`src/rtl/hk_pkg.sv`:
```
// ----------------------------------------------------------------------------
// hk_pkg: shared types and constants of the Held-Karp tour solver
// Widths, command and status structs joining controller and datapath.
// ----------------------------------------------------------------------------
package hk_pkg;

	localparam int MAX_VERTICES_DEF = 12;
	localparam int WEIGHT_BITS_DEF  = 16;
	localparam int VTX_BITS         = 4;
	localparam int COST_BITS        = 20;
	localparam logic [COST_BITS-1:0] COST_MAX = {COST_BITS{1'b1}};
	localparam int CNT_BITS         = 4;

	// register indexes
	localparam logic [0:0] REG_VERTEX_COUNT = 1'b0;

	// datapath operations
	typedef enum logic [2:0] {
		OP_NONE,
		OP_FILL,   // one (set, t, q) step of the fill
		OP_CLOSE,  // one t step of the closing minimum
		OP_BACK,   // one v step of the backtrack
		OP_INIT    // clear accumulators
	} op_t;

	typedef struct packed {
		op_t                 op;
		logic [VTX_BITS-1:0] a;      // t for fill/close, v for back
		logic [VTX_BITS-1:0] q;      // q for fill
		logic [15:0]         set;    // subset for fill
		logic                first;  // first term of a minimum
		logic                last;   // last term: write result
	} hk_cmd_t;

	typedef struct packed {
		logic [VTX_BITS-1:0] pick;
		logic [15:0]         rem;
	} hk_sts_t;

	// saturating add
	function automatic logic [COST_BITS-1:0] sat_add(input logic [COST_BITS-1:0] a,
			input logic [COST_BITS-1:0] b);
		logic [COST_BITS:0] s;
		s = {1'b0, a} + {1'b0, b};
		return s[COST_BITS] ? COST_MAX : s[COST_BITS-1:0];
	endfunction

endpackage

```
`src/rtl/hk_if.sv`:
```


interface hk_out_if;
	logic        valid;
	logic        ready;
	logic [3:0]  tour_vertex;
	logic [19:0] tour_cost;
	logic        last_of_tour;
	modport source (output valid, tour_vertex, tour_cost, last_of_tour, input ready);
	modport sink   (input valid, tour_vertex, tour_cost, last_of_tour, output ready);
endinterface

```
`src/rtl/hk_ctrl.sv`:
```
// ----------------------------------------------------------------------------
// hk_ctrl: sequencer of the Held-Karp fill, closing minimum and backtrack
// Issues at most one datapath step per cycle and hands tour vertices to the output.
// ----------------------------------------------------------------------------
module hk_ctrl #(
	parameter int MAX_VERTICES = hk_pkg::MAX_VERTICES_DEF
) (
	input  logic                          clk,
	input  logic                          arst_n,
	input  logic                          solve_go,
	input  logic [hk_pkg::VTX_BITS-1:0]   n_eff,
	input  hk_pkg::hk_sts_t               sts,
	input  logic [hk_pkg::COST_BITS-1:0]  best_cost,
	output hk_pkg::hk_cmd_t               cmd,
	output logic                          busy,
	hk_out_if.source                      out_ch
);
	localparam int VB = hk_pkg::VTX_BITS;

	typedef enum logic [3:0] {
		S_IDLE, S_FILL, S_CLOSE, S_DRAIN, S_BINIT, S_BACK, S_BWAIT, S_EMIT
	} state_t;

	state_t        state_q;
	logic [15:0]   set_q;
	logic [VB-1:0] t_q, q_q, m_q, i_q;
	logic [VB-1:0] tour_q [MAX_VERTICES];
	logic [1:0]    wait_q;

	logic [15:0] full;
	assign full = 16'((17'd1 << m_q) - 17'd1);

	logic [15:0] restset;
	assign restset = set_q & ~(16'd1 << t_q);

	// first q in the rest set
	logic [VB-1:0] q_first;
	always_comb begin
		q_first = '0;
		for (int k = MAX_VERTICES - 2; k >= 0; k--) begin
			if (restset[k]) q_first = VB'(k);
		end
	end
	logic [VB-1:0] qcur;
	assign qcur = (q_q == '1) ? q_first : q_q;

	// next q in the rest set after the current one
	logic [VB-1:0] q_next;
	always_comb begin
		q_next = '0;
		for (int k = MAX_VERTICES - 2; k >= 0; k--) begin
			if (restset[k] && VB'(k) > qcur) q_next = VB'(k);
		end
	end

	// command
	always_comb begin
		cmd = '0;
		unique case (state_q)
			S_FILL: begin
				cmd.op = set_q[t_q] ? hk_pkg::OP_FILL : hk_pkg::OP_NONE;
				cmd.a = t_q; cmd.set = set_q;
				cmd.first = (q_q == '1);
				cmd.q = qcur;
				cmd.last = (restset == '0) || !(|(restset & ~((16'd2 << cmd.q) - 16'd1)));
			end
			S_CLOSE: begin
				cmd.op = hk_pkg::OP_CLOSE; cmd.a = t_q; cmd.set = full;
				cmd.first = (t_q == '0); cmd.last = (t_q == m_q - 1'b1);
			end
			S_BINIT: begin
				cmd.op = hk_pkg::OP_INIT; cmd.set = full;
			end
			S_BACK: begin
				cmd.op = sts.rem[t_q] ? hk_pkg::OP_BACK : hk_pkg::OP_NONE;
				cmd.a = t_q;
				cmd.first = !(|(sts.rem & ((16'd1 << t_q) - 16'd1)));
				cmd.last = !(|(sts.rem & ~((16'd2 << t_q) - 16'd1)));
			end
			default: ;
		endcase
	end

	assign busy = state_q != S_IDLE;
	assign out_ch.tour_cost = best_cost;

	always_ff @(posedge clk or negedge arst_n) begin
		if (!arst_n) begin
			state_q <= S_IDLE;
			set_q <= '0; t_q <= '0; q_q <= '1; m_q <= '0; i_q <= '0; wait_q <= '0;
			out_ch.valid <= 1'b0;
			out_ch.tour_vertex <= '0;
			out_ch.last_of_tour <= 1'b0;
		end else begin
			unique case (state_q)
				S_IDLE: if (solve_go) begin
					m_q <= n_eff - 1'b1; set_q <= 16'd1; t_q <= '0; q_q <= '1;
					state_q <= S_FILL;
				end
				S_FILL: begin
					if (cmd.op == hk_pkg::OP_FILL && !cmd.last) begin
						q_q <= q_next;
					end else begin
						q_q <= '1;
						// a write of this set lands after the stage-1 register, at the stage-2
						// table write; the datapath forwards it when the next set reads it at once
						if (t_q == m_q - 1'b1) begin
							t_q <= '0;
							if (set_q == full) begin
								state_q <= S_DRAIN; wait_q <= 2'd2;
							end else set_q <= set_q + 16'd1;
						end else t_q <= t_q + 1'b1;
					end
				end
				S_DRAIN: begin
					if (wait_q == 2'd0) begin
						state_q <= S_CLOSE; t_q <= '0;
					end else wait_q <= wait_q - 2'd1;
				end
				S_CLOSE: begin
					if (cmd.last) state_q <= S_BINIT;
					else t_q <= t_q + 1'b1;
					i_q <= m_q;
				end
				S_BINIT: begin
					tour_q[m_q] <= n_eff - 1'b1;
					state_q <= S_BWAIT; wait_q <= 2'd2; t_q <= '0;
				end
				S_BWAIT: begin
					if (wait_q == 2'd0) begin
						if (i_q == '0) begin
							state_q <= S_EMIT; i_q <= '0;
							out_ch.valid <= 1'b1;
							// front vertex is the pick just committed
							out_ch.tour_vertex <= sts.pick;
							out_ch.last_of_tour <= 1'b0;
						end else begin
							state_q <= S_BACK; t_q <= '0;
						end
					end else wait_q <= wait_q - 2'd1;
				end
				S_BACK: begin
					if (cmd.op == hk_pkg::OP_BACK && cmd.last) begin
						state_q <= S_BWAIT; wait_q <= 2'd1;
						i_q <= i_q - 1'b1;
					end else t_q <= t_q + 1'b1;
				end
				S_EMIT: if (out_ch.ready) begin
					if (out_ch.last_of_tour) begin
						out_ch.valid <= 1'b0;
						state_q <= S_IDLE;
					end else begin
						out_ch.tour_vertex <= tour_q[i_q + 1'b1];
						out_ch.last_of_tour <= (i_q + 1'b1 == m_q);
						i_q <= i_q + 1'b1;
					end
				end
				default: state_q <= S_IDLE;
			endcase
			// record committed pick once it settles
			if (state_q == S_BWAIT && wait_q == 2'd0 && i_q != m_q)
				tour_q[i_q] <= sts.pick;
		end
	end
endmodule

```
`src/flat_wrapper.sv`:
```
// flat-port wrapper written by rule: the top's interface ports become plain ports
module hk_ctrl_flat 
#(
	parameter int MAX_VERTICES = hk_pkg::MAX_VERTICES_DEF
)
  (clk, arst_n, solve_go, n_eff, sts, best_cost, cmd, busy, out_ch_valid, out_ch_tour_vertex, out_ch_tour_cost, out_ch_last_of_tour, out_ch_ready);
  hk_out_if out_ch_i ();
  input  logic clk;
  input  logic arst_n;
  input  logic solve_go;
  input  logic [hk_pkg::VTX_BITS-1:0] n_eff;
  input  hk_pkg::hk_sts_t sts;
  input  logic [hk_pkg::COST_BITS-1:0] best_cost;
  output hk_pkg::hk_cmd_t cmd;
  output logic busy;
  output wire logic [$bits(out_ch_i.valid)-1:0] out_ch_valid;
  output wire logic [$bits(out_ch_i.tour_vertex)-1:0] out_ch_tour_vertex;
  output wire logic [$bits(out_ch_i.tour_cost)-1:0] out_ch_tour_cost;
  output wire logic [$bits(out_ch_i.last_of_tour)-1:0] out_ch_last_of_tour;
  input wire logic [$bits(out_ch_i.ready)-1:0] out_ch_ready;
  assign out_ch_valid = out_ch_i.valid;
  assign out_ch_tour_vertex = out_ch_i.tour_vertex;
  assign out_ch_tour_cost = out_ch_i.tour_cost;
  assign out_ch_last_of_tour = out_ch_i.last_of_tour;
  assign out_ch_i.ready = out_ch_ready;
  hk_ctrl #(.MAX_VERTICES(MAX_VERTICES)) u_core (.clk(clk), .arst_n(arst_n), .solve_go(solve_go), .n_eff(n_eff), .sts(sts), .best_cost(best_cost), .cmd(cmd), .busy(busy), .out_ch(out_ch_i));
endmodule
```
`config.mk`:
```
export PLATFORM = sky130hd
export DESIGN_NAME = hk_ctrl_flat
export DESIGN_NICKNAME = d
export VERILOG_FILES = /design/src/rtl/hk_pkg.sv /design/src/rtl/hk_if.sv /design/src/rtl/hk_ctrl.sv /design/src/flat_wrapper.sv
export SDC_FILE = /design/constraint.sdc
export NUM_CORES = 1
export LEC_CHECK = 0
export BUFFER_PORTS_ARGS = -buffer_cell sky130_fd_sc_hd__buf_2
export CORE_MARGIN = 3
export CORE_UTILIZATION = 50
export CTS_CLUSTER_SIZE = 28
export DETAILED_ROUTE_END_ITERATION = 10
export MAX_ROUTING_LAYER = met4
export PLACE_DENSITY = 0.77
export SYNTH_ARGS = -nofsm -noshare
export SYNTH_HDL_FRONTEND = slang
export SYNTH_SLANG_ARGS = --single-unit
```
`constraint.sdc`:
```
create_clock -name clk -period 4.9 [get_ports clk]
set_input_delay 0.49 -clock clk [delete_from_list [all_inputs] [get_ports clk]]
set_output_delay 0.49 -clock clk [all_outputs]
set_load 0.05 [all_outputs]
```
---- Word-level counts from Yosys, hierarchy flattened ----
Memory sizes are Yosys's and may differ from the RTL's.
Index checks and enable logic that the tools add are counted.
storage, ports and cells
  memories kept ........................... 1
  register bits ........................... 44
  memory bits (writable) .................. 48
  input bits .............................. 48
  logic and storage cells ................. 223
cells by class
  multiplexer cells ....................... 97
  reduce and logical (&&, ||, !) cells .... 50
  equal/unequal tests ..................... 31
  bitwise gates (word level) .............. 7
  shifts and indexed selects .............. 4
  add/subtract/negate cells ............... 11
  order comparisons ....................... 12
memories
  memory         words  width  read ports  clocked after memory_dff  write ports  RTL line       source
  u_core.tour_q  12     4      1           0                         1            hk_ctrl.sv:27  logic [VB-1:0] tour_q [MAX_VERTICES];
operators with widths
  cell                   count
  $mux 4                 56
  $and 16x16->16         4
  $mux 16                4
  $pmux 16 s2            2
  $sub 16x1->16 const B  4
  $not 16->16            3
  $reduce_or 16->1       3
  $pmux 4 s8             1
  $shl 1x4->16 const A   2
  $shl 2x4->16 const A   2
  $pmux 4 s7             1
  $ne 2x2->1 const B     9
  $logic_and 1x1->1      17
  $add 16x1->16 const B  1
  $eq 16x16->1           1
  $eq 4x3->1 const B     4
  $gt 3x4->1 const A     4
  $logic_not 16->1       1
  $mux 1                 16
  $ne 2x1->1 const B     8
  $pmux 4 s2             2
  $pmux 4 s4             1
  $reduce_and 5->1       3
  $mux 2                 7
  34 further kinds       56

---- Logic depth before layout (Yosys ltp) ----
Gate-level depths: netlist (run 1).
  word-level depth ........................ 30
  gate-level depth with buffers ........... 25
  gate-level depth less buffers ........... 18

---- Least setup slack after synthesis (run 1) ----
No wires, ideal clock.
  kind .................................... register -> register
  start ................................... register u_core.t_q[0]
  end ..................................... register u_core.t_q[0]
  path slack .............................. 0.016 ns
  arrival ................................. 4.757 ns
  cell stages (with the launch flop) ...... 23
  required time ........................... 4.772 ns
  cells stage by stage .................... dfrtp_1 clkbuf_1 inv_1 ha_1 buf_2 nand2b_1 and3_1 o211ai_2 o21ai_4 and2_2 buf_4 nor2_1 nand2_1 ha_1 clkbuf_1 o211ai_1 and2_1 a32o_1 o21a_2 o2111ai_4 o21ai_2 a211oi_4 mux2_1
RTL lines
  what                      RTL line        source
  start: declaration        hk_ctrl.sv:26   logic [VB-1:0] t_q, q_q, m_q, i_q;
  start signal: assignment  hk_ctrl.sv:112  end else t_q <= t_q + 1'b1;
  start signal: assignment  hk_ctrl.sv:122  else t_q <= t_q + 1'b1;
  start signal: assignment  hk_ctrl.sv:146  end else t_q <= t_q + 1'b1;

==> Flow_metrics.wiki, run 1 <==
{| class="wikitable"
! Metric !! Value
|-
| Sequential element share of the synthesized area || 0.313
|-
| Total wirelength of the detailed-routed design || 23800 um
|-
| Crit path capture type || output pin
|-
| Num rows || 45
|-
| Synthesis Warnings || 0
|-
| Post-synthesis mux area share || 0.0863
|-
| Clock net sink count || 91
|-
| Status || finished, final reports clean
|-
| First-pass GRT wire length || 37900 um
|-
| Crit path launch type || flop
|-
| Met1 track demand over resource || 0.383
|-
| Finished Cell Area || 8770 um^2
|-
| Setup violators final || 0
|-
| Xor/xnor share of the synthesized area || 0.0413
|-
| Critical path's largest stage delay || 0.48 ns
|-
| Dominant synthesized flop cell || sky130_fd_sc_hd__edfxtp_1
|-
| Worst supply voltage drop on vdd || 256 uV
|-
| Vias in the first global route || 6828
|-
| Measured slew at the worst slew-check pin || 1.01 ns
|-
| Chip Width || 133 um
|-
| Number of ports placed on the die boundary || 104
|-
| Largest cells by area after synthesis || sky130_fd_sc_hd__edfxtp_1 18%, sky130_fd_sc_hd__dfrtp_1 12%, sky130_fd_sc_hd__mux4_2 6.1%, sky130_fd_sc_hd__nand2_1 4.7%, sky130_fd_sc_hd__nor2_1 3.7%
|-
| Drt initial violations || 1045
|-
| Most numerous cell types in the synthesized netlist || 100 x sky130_fd_sc_hd__nand2_1, 80 x sky130_fd_sc_hd__nor2_1, 58 x sky130_fd_sc_hd__o21ai_0, 48 x sky130_fd_sc_hd__a21oi_1, 48 x sky130_fd_sc_hd__edfxtp_1
|-
| Floorplan die height || 133 um
|-
| Router iterations before antenna repair || 5
|-
| # H-tree levels || 3
|-
| Yosys top cell area share || 0.179
|-
| Worst Setup Slack post-DPL || 0.314 ns
|-
| Final critical-path setup slack || 0.264 ns
|-
| Critical path data arrival time || 4.15 ns
|-
| Synth Register Bits || 91
|-
| Total internal power || 0.00281 W
|-
| Cells after synthesis || 926
|-
| Final worst clock skew || 0.00922 ns
|-
| Clock buffers created by TritonCTS || 9
|-
| Area growth from synthesis to final layout || 8.83%
|-
| Power density over the cells || 700 nW/um^2
|-
| Clock root buffer master || sky130_fd_sc_hd__clkbuf_16
|-
| Drt via density || 6.47
|-
| Wire per inst || 20.5 um
|-
| Clock latency on the worst-skew pair || 0.35 ns
|-
| Count of maximum capacitance violations || 0
|-
| Highest-delay cell along the critical path || sky130_fd_sc_hd__dfrtp_2
|-
| Share of synthesized cell area in and, or, nand and nor gates || 0.199
|-
| Share of total power in the clock network || 0.115
|-
| Post-Synth Adder-Cell Area || 0.0295
|-
| Die outline area || 17700 um^2
|-
| Initial cell density of the core || 0.521
|-
| Part of the total power dissipated in sequential elements || 0.192
|-
| Type of the worst min-delay path || primary input to asynchronous set/reset pin
|-
| Share of synthesized flip-flops with an asynchronous set or reset || 0.473
|-
| Top fanout value on the critical path || 10
|-
| Pin count of the biggest net entering global routing || 45
|-
| Synthesized net count || 993
|-
| Footprint of the multi-input gates || 4950 um^2
|-
| Number of nets in the finished design || 1013
|-
| Static Leakage || 3.48 nW
|-
| Net switching component of the power || 0.00333 W
|-
| Placeable core region || 15500 um^2
|-
| Dominant cell by count in the synthesized netlist || sky130_fd_sc_hd__nand2_1
|-
| Synth unique cells || 96
|-
| Antenna cells || 0
|-
| Library cell occupying the most area in the post-synthesis netlist || sky130_fd_sc_hd__edfxtp_1
|-
| Clock tree buffer depth || 2
|-
| Area of all sequential standard cells || 2520 um^2
|-
| Overall Global Routing Usage || 0.272
|-
| Routability Congestion || 1.06
|-
| Vias after detailed routing || 7516
|-
| Dominant combinational cell family by area after synthesis || compound AO/OA/AOI/OAI gates
|-
| Normalized max-slew margin || 0.327
|-
| Kind of critical path || flop to output pin
|-
| Share of final-layout standard cells stronger than drive strength 1 || 0.205
|-
| Clock tree from TritonCTS || done
|-
| Required time of the critical path || 4.41 ns
|-
| Most Used Layer, Global Route || met2
|-
| Fin. Hold Viols || 0
|-
| RSZ-0062 raised after global routing || false
|-
| Number of remaining DRC errors || 0
|-
| ANT nets after route || 0
|-
| Share of the cycle needed by the critical path after routing || 0.946
|-
| Setup_tns || 0 ns
|-
| Hold-fix buffers, CTS || 0
|-
| Syn_area_per_cell || 8.70 um^2
|-
| GR Overflow Total || 0
|-
| DPL Wire Length || 17700 um
|-
| Total of fill cells in the finished design || 1362
|-
| Clock transition at the registers of the reported paths || 0.08 ns
|-
| Area of the mapped netlist || 8060 um^2
|-
| Compound-cell area share of the yosys netlist || 0.252
|-
| Met2 track demand over resource in global routing || 0.414
|-
| Met3 capacity usage during global routing || 0.0323
|-
| Worst hold-check slack || 0.332 ns
|-
| Final Max Slew Viols || 0
|-
| Comb pwr share || 0.693
|-
| Peak clock frequency supported by timing || 0.216 GHz
|-
| Net Sw Frac || 0.542
|-
| Power Total || 0.00614 W
|-
| Count of input and output buffers || 63
|-
| Number of antenna violations at the first check in global routing || 0
|-
| Number of cells traversed by the worst register-to-register path || 18
|-
| Number of flops mapped to enable cells by yosys || 48
|-
| Critical path cell sequence || inv_1 -> ha_1 -> buf_4 -> nand3b_4 -> a221oi_2 -> o221ai_2 -> a211oi_4 -> nor2_2 -> nand2_1 -> ha_1 -> inv_1 -> a21oi_1 -> a21oi_1 -> o211ai_1 -> o311ai_2 -> o21ai_4 -> clkbuf_4
|-
| Area after DPL || 8410 um^2
|-
| Final period demand of the worst path || 4.64 ns
|}
[power groups by stage]
stage	sequential [W]	clock (W)	combinational [W]
finish	0.00118	0.000707	0.00426
global placement	0.00118	0	0.00412
floorplan	0.00110	0	0.00333
detailed placement	0.00119	0	0.00416
CTS	0.00117	0.000708	0.00419
global route	0.00121	0.000746	0.00458
[timing repair]
item                                    CTS  global route
gates resized for setup                   1             8
endpoints found under the setup margin    1             6
pin swaps                                 0             1
buffers inserted                          0             1
[layout by cell type, fill, tap and decap left out, drive strengths merged, types with 11 or more instances in the layout]
cell type | Yosys | final
and2 | 12 | 12
buf | 43 | 96
mux4 | 22 | 22
xor2 | 17 | 17
nor2 | 82 | 82
ha | 19 | 19
mux2i | 11 | 11
nand4 | 11 | 11
nand2b | 17 | 17
nand2 | 102 | 102
o22ai | 14 | 14
nor3 | 25 | 25
nand3 | 30 | 30
xnor2 | 21 | 21
edfxtp | 48 | 48
dfrtp | 39 | 39
inv | 43 | 47
a211oi | 12 | 12
o21ai | 69 | 69
a21oi | 49 | 49
a22o | 11 | 11
o31ai | 13 | 13
a31oi | 11 | 11
[registers in the layout, summed over array words and instances (netlist names), 4 cells and up, named ones only]
name,cells
u_core.i_q,4
u_core.out_ch.tour_vertex,4
u_core.tour_q,48
u_core.t_q,4
u_core.set_q,16
u_core.m_q,4
u_core.q_q,4
[worst paths after layout]
path	start	to	slack, ns
worst max-delay path	u_core.t_q[1]$_DFFE_PN0P_	cmd[0]	0.26
worst min-delay path	arst_n	u_core.set_q[5]$_DFFE_PN0P_	0.33
worst max register to register	u_core.t_q[1]$_DFFE_PN0P_	u_core.set_q[5]$_DFFE_PN0P_	0.39
worst min register to register	u_core.out_ch.tour_vertex[3]$_DFFE_PN0P_	u_core.out_ch.tour_vertex[3]$_DFFE_PN0P_	0.48
max in group asynchronous	arst_n	u_core.t_q[1]$_DFFE_PN0P_	4.13
min in group clk	n_eff[0]	u_core.m_q[0]$_DFFE_PN0P_	0.41
[routing by layer]
metal / vias to the layer above / wire length (um) / share of wire
met5: - / 0 / 0
met4: 0 / 691 / 0.029
met3: 56 / 2020 / 0.085
met2: 440 / 11000 / 0.46
met1: 3590 / 10100 / 0.42
li1: 3430 / - / -
[worst max-delay path: cells and delay by family, from the launching register on]
| family | cells | cell delay, ns |
|---|---|---|
| simple gates | 3 | 0.28 |
| fa+ha+maj | 2 | 0.66 |
| buf+inv | 4 | 0.79 |
| compound gates | 8 | 1.57 |
| flops | 1 | 0.48 |
[logic make-up after synthesis]
kind of cell	count (synthesis)
buffers and inverters	132
AOI/OAI and AO/OA	278
adders and majority gates	19
DFF	91
and+or+nand+nor	327
xor gates and xnor gates	38
muxes	41
[final cells by class]
cell class,count,area share
sequential,91,0.288
multi-input combinational,703,0.564
tap,211,0.0301
timing repair buffer,97,0.0650
inverter,44,0.0188
clock inverter,7,0.00870
clock buffer,9,0.0257
[metrics by stage]
step,std cells,utilization
global placement,1144,0.543
detailed placement,1144,0.543
finish,1162,0.567
CTS,1160,0.563
floorplan,926,-
global route,1162,0.567
No activity file was read; power rests on OpenSTA's default activity.
==> run 2, diff against run 1 <==
--- a/config.mk
+++ b/config.mk
@@ -12,6 +12,7 @@
 export DETAILED_ROUTE_END_ITERATION = 10
 export MAX_ROUTING_LAYER = met4
 export PLACE_DENSITY = 0.77
+export REMOVE_ABC_BUFFERS = 1
 export SYNTH_ARGS = -nofsm -noshare
 export SYNTH_HDL_FRONTEND = slang
 export SYNTH_SLANG_ARGS = --single-unit
==> run 2 against run 1 <==
Via count is 1.5% higher. Design area rose by 0.46%. Total power rose by 0.58%. Non-clock buffer count up 8. Sequential power shrank 4%. Combinational power grew 2%. Highest routed layer unchanged. Flip-flop and latch count stayed put. Clock power is 1% lower. Fmax up 0.52%. Die area stayed put. Critical path type unchanged. Critical path depth unchanged. Routed wire length is 2.5% higher.
==> Flow_metrics.wiki, run 2 (synthesis results as in run 1) <==
{| class="wikitable"
! Metric !! Value
|-
| Status || finished, final reports clean
|-
| Reg-to-Reg End || u_core.t_q[2]$_DFFE_PN0P_
|-
| Final worst clock skew || 0.00785 ns (-0.00137 ns)
|-
| Drt initial violations || 889 (-15%)
|-
| Largest register by flop count || u_core.tour_q
|-
| Required time of the critical path || 4.41 ns (about the same)
|-
| Crit path capture type || output pin
|-
| First-pass GRT wire length || 39200 um (+3.4%)
|-
| Die outline area || 17700 um^2 (unchanged)
|-
| Crit path launch type || flop
|-
| Number of nets in the finished design || 1021 (+0.79%)
|-
| Clock transition at the registers of the reported paths || 0.07 ns (about the same)
|-
| Critical path cell sequence || buf_4 -> ha_1 -> ha_1 -> inv_2 -> a221oi_2 -> o22ai_1 -> a21o_1 -> a211oi_4 -> nand2_1 -> ha_2 -> o211ai_1 -> and2_1 -> a32o_1 -> o21a_2 -> o2111ai_4 -> o21ai_4 -> clkbuf_4
|-
| Number of antenna violations at the first check in global routing || 0 (unchanged)
|-
| Clock tree from TritonCTS || done
|-
| Fin. Hold Viols || 0 (unchanged)
|-
| Critical path's largest stage delay || 0.39 ns (-0.09 ns)
|-
| Type of the worst min-delay path || primary input to asynchronous set/reset pin
|-
| Reg-to-reg startpoint || u_core.t_q[1]$_DFFE_PN0P_
|-
| Normalized max-slew margin || 0.445 (+0.118)
|-
| Kind of critical path || flop to output pin
|-
| Met3 capacity usage during global routing || 0.0441 (+0.0118)
|-
| Share of final-layout standard cells stronger than drive strength 1 || 0.209 (+0.00350)
|-
| Top fanout value on the critical path || 10 (unchanged)
|-
| Peak clock frequency supported by timing || 0.217 GHz (+0.52%)
|-
| Highest-count cells in the layout ignoring fill and taps || 100 x sky130_fd_sc_hd__nand2_1, 80 x sky130_fd_sc_hd__nor2_1, 62 x sky130_fd_sc_hd__buf_2
|-
| GR Overflow Total || 0 (unchanged)
|-
| Power density over the cells || 701 nW/um^2 (+0.12%)
|-
| Measured slew at the worst slew-check pin || 0.833 ns (-0.177 ns)
|-
| Final critical-path setup slack || 0.288 ns (+0.0240 ns)
|-
| Highest-delay cell along the critical path || sky130_fd_sc_hd__dfrtp_1
|-
| Overall Global Routing Usage || 0.282 (+0.00951)
|-
| Most common cell after layout, fill and taps aside || sky130_fd_sc_hd__nand2_1
|-
| Total wirelength of the detailed-routed design || 24400 um (+2.5%)
|-
| Post-route non-filler standard cell count || 1170 (+0.69%)
|-
| Wire per inst || 20.9 um (+1.8%)
|-
| Antenna cells || 0 (unchanged)
|-
| Vias after detailed routing || 7629 (+1.5%)
|-
| Num rows || 45 (unchanged)
|-
| Drt via density || 6.52 (+0.81%)
|-
| Worst reg2reg setup slack || 0.50 ns (+0.11 ns)
|-
| Setup violators final || 0 (unchanged)
|-
| Clock latency on the worst-skew pair || 0.35 ns (about the same)
|-
| Number of cells traversed by the worst register-to-register path || 18 (unchanged)
|-
| ANT nets after route || 0 (unchanged)
|-
| DPL Wire Length || 18200 um (+2.8%)
|-
| Clock root buffer master || sky130_fd_sc_hd__clkbuf_16
|-
| Router iterations before antenna repair || 6 (+1)
|-
| Clock tree buffer depth || 2 (unchanged)
|-
| Initial cell density of the core || 0.521 (unchanged)
|-
| Biggest registers after layout || u_core.tour_q x48, u_core.set_q x16
|-
| Share of the cycle needed by the critical path after routing || 0.941 (-0.00489)
|-
| Final period demand of the worst path || 4.61 ns (-0.0240 ns)
|-
| Most frequent cell on the critical path || sky130_fd_sc_hd__ha_1
|-
| Worst Setup Slack post-DPL || 0.295 ns (-0.0192 ns)
|-
| Number of ports placed on the die boundary || 104 (unchanged)
|-
| Clock net sink count || 91 (unchanged)
|-
| Chip Width || 133 um (unchanged)
|-
| Cell Count Post-Placement || 1153 (+0.79%)
|-
| Met1 track demand over resource || 0.365 (-0.0182)
|-
| Routability Congestion || 1.03 (-2.8%)
|-
| Setup_tns || 0 ns (unchanged)
|-
| Count of input and output buffers || 63 (unchanged)
|-
| Power Total || 0.00618 W (+0.58%)
|-
| Clock buffers created by TritonCTS || 9 (unchanged)
|-
| Critical path data arrival time || 4.12 ns (-0.03 ns)
|-
| Pin count of the biggest net entering global routing || 45 (unchanged)
|-
| # H-tree levels || 3 (unchanged)
|-
| Final Max Slew Viols || 0 (unchanged)
|-
| Most Used Layer, Global Route || met2
|-
| Static Leakage || 3.51 nW (+0.92%)
|-
| Met2 track demand over resource in global routing || 0.444 (+0.0293)
|-
| Vias in the first global route || 7281 (+6.6%)
|-
| Placeable core region || 15500 um^2 (unchanged)
|-
| Worst supply voltage drop on vdd || 350 uV (+37%)
|-
| Number of remaining DRC errors || 0 (unchanged)
|-
| Largest register FFs || 48 (unchanged)
|-
| RSZ-0062 raised after global routing || false
|-
| Area growth from synthesis to final layout || 9.33%
|-
| Floorplan die height || 133 um (unchanged)
|-
| Count of maximum capacitance violations || 0 (unchanged)
|}
## run 2: cell type report
| class | count | area (um^2) |
|---|---|---|
| Sequential cell | 91 | 2520 |
| Tap cell | 211 | 264 |
| Clock buffer | 9 | 225 |
| Multi-Input combinational cell | 703 | 4930 |
| Clock inverter | 7 | 76.3 |
| Inverter | 44 | 165 |
| Timing Repair Buffer | 105 | 633 |
| Fill cell | 1378 | 6670 |
## run 2: how the worst max path moves through the flow
stage                                    startpoint                         to  slack, ns  cells past startpoint
after floorplan           u_core.t_q[2]$_DFFE_PN0P_  u_core.t_q[0]$_DFFE_PN0P_      -0.02                     17
after global placement    u_core.t_q[1]$_DFFE_PN0P_                     cmd[0]       0.44                     16
after global routing      u_core.t_q[1]$_DFFE_PN0P_                     cmd[0]       0.07                     17
final                     u_core.t_q[1]$_DFFE_PN0P_                     cmd[0]       0.29                     17
after detailed placement  u_core.t_q[1]$_DFFE_PN0P_                     cmd[0]       0.30                     16
after CTS                 u_core.t_q[1]$_DFFE_PN0P_                     cmd[0]       0.02                     16
## run 2: critical path, delay by kind of cell (launching register included)
kind,cells,cell delay (ns)
and+or+nand+nor,2,0.25
buffers and inverters,3,0.49
adders and majority gates,3,0.61
AOI/OAI and AO/OA,9,2.02
DFF,1,0.39
## run 2: metrics by stage
step | hold slack [ns] | area [um^2] | util
after global routing | 0.373 | 8810 | 0.569
after CTS | 0.346 | 8790 | 0.568
after global placement | 0.458 | 8480 | 0.548
final | 0.318 | 8810 | 0.569
after floorplan | 0.194 | 7590 | -
after detailed placement | 0.465 | 8480 | 0.548
## run 2: report_power, final
| group | switching (W) | internal, W | total [W] |
|---|---|---|---|
| clock | 0.000337 | 0.000363 | 0.000700 |
| combinational | 0.00282 | 0.00153 | 0.00435 |
| sequential | 0.000189 | 0.000939 | 0.00113 |
## run 2: per-layer routing
metal | wire (um) | share of wire
met1 | 9720 | 0.40
met3 | 2270 | 0.093
met5 | 0 | 0
met4 | 963 | 0.039
met2 | 11500 | 0.47
## run 2: timing repair
action / 4_1_cts / 5_1_grt
setup buffers: 0 / 1
setup endpoints to repair: 1 / 1
pin swaps: 0 / 1
endpoints found under the hold margin: 0 / 0
hold buffers: 0 / 0
resized for setup: 1 / 4
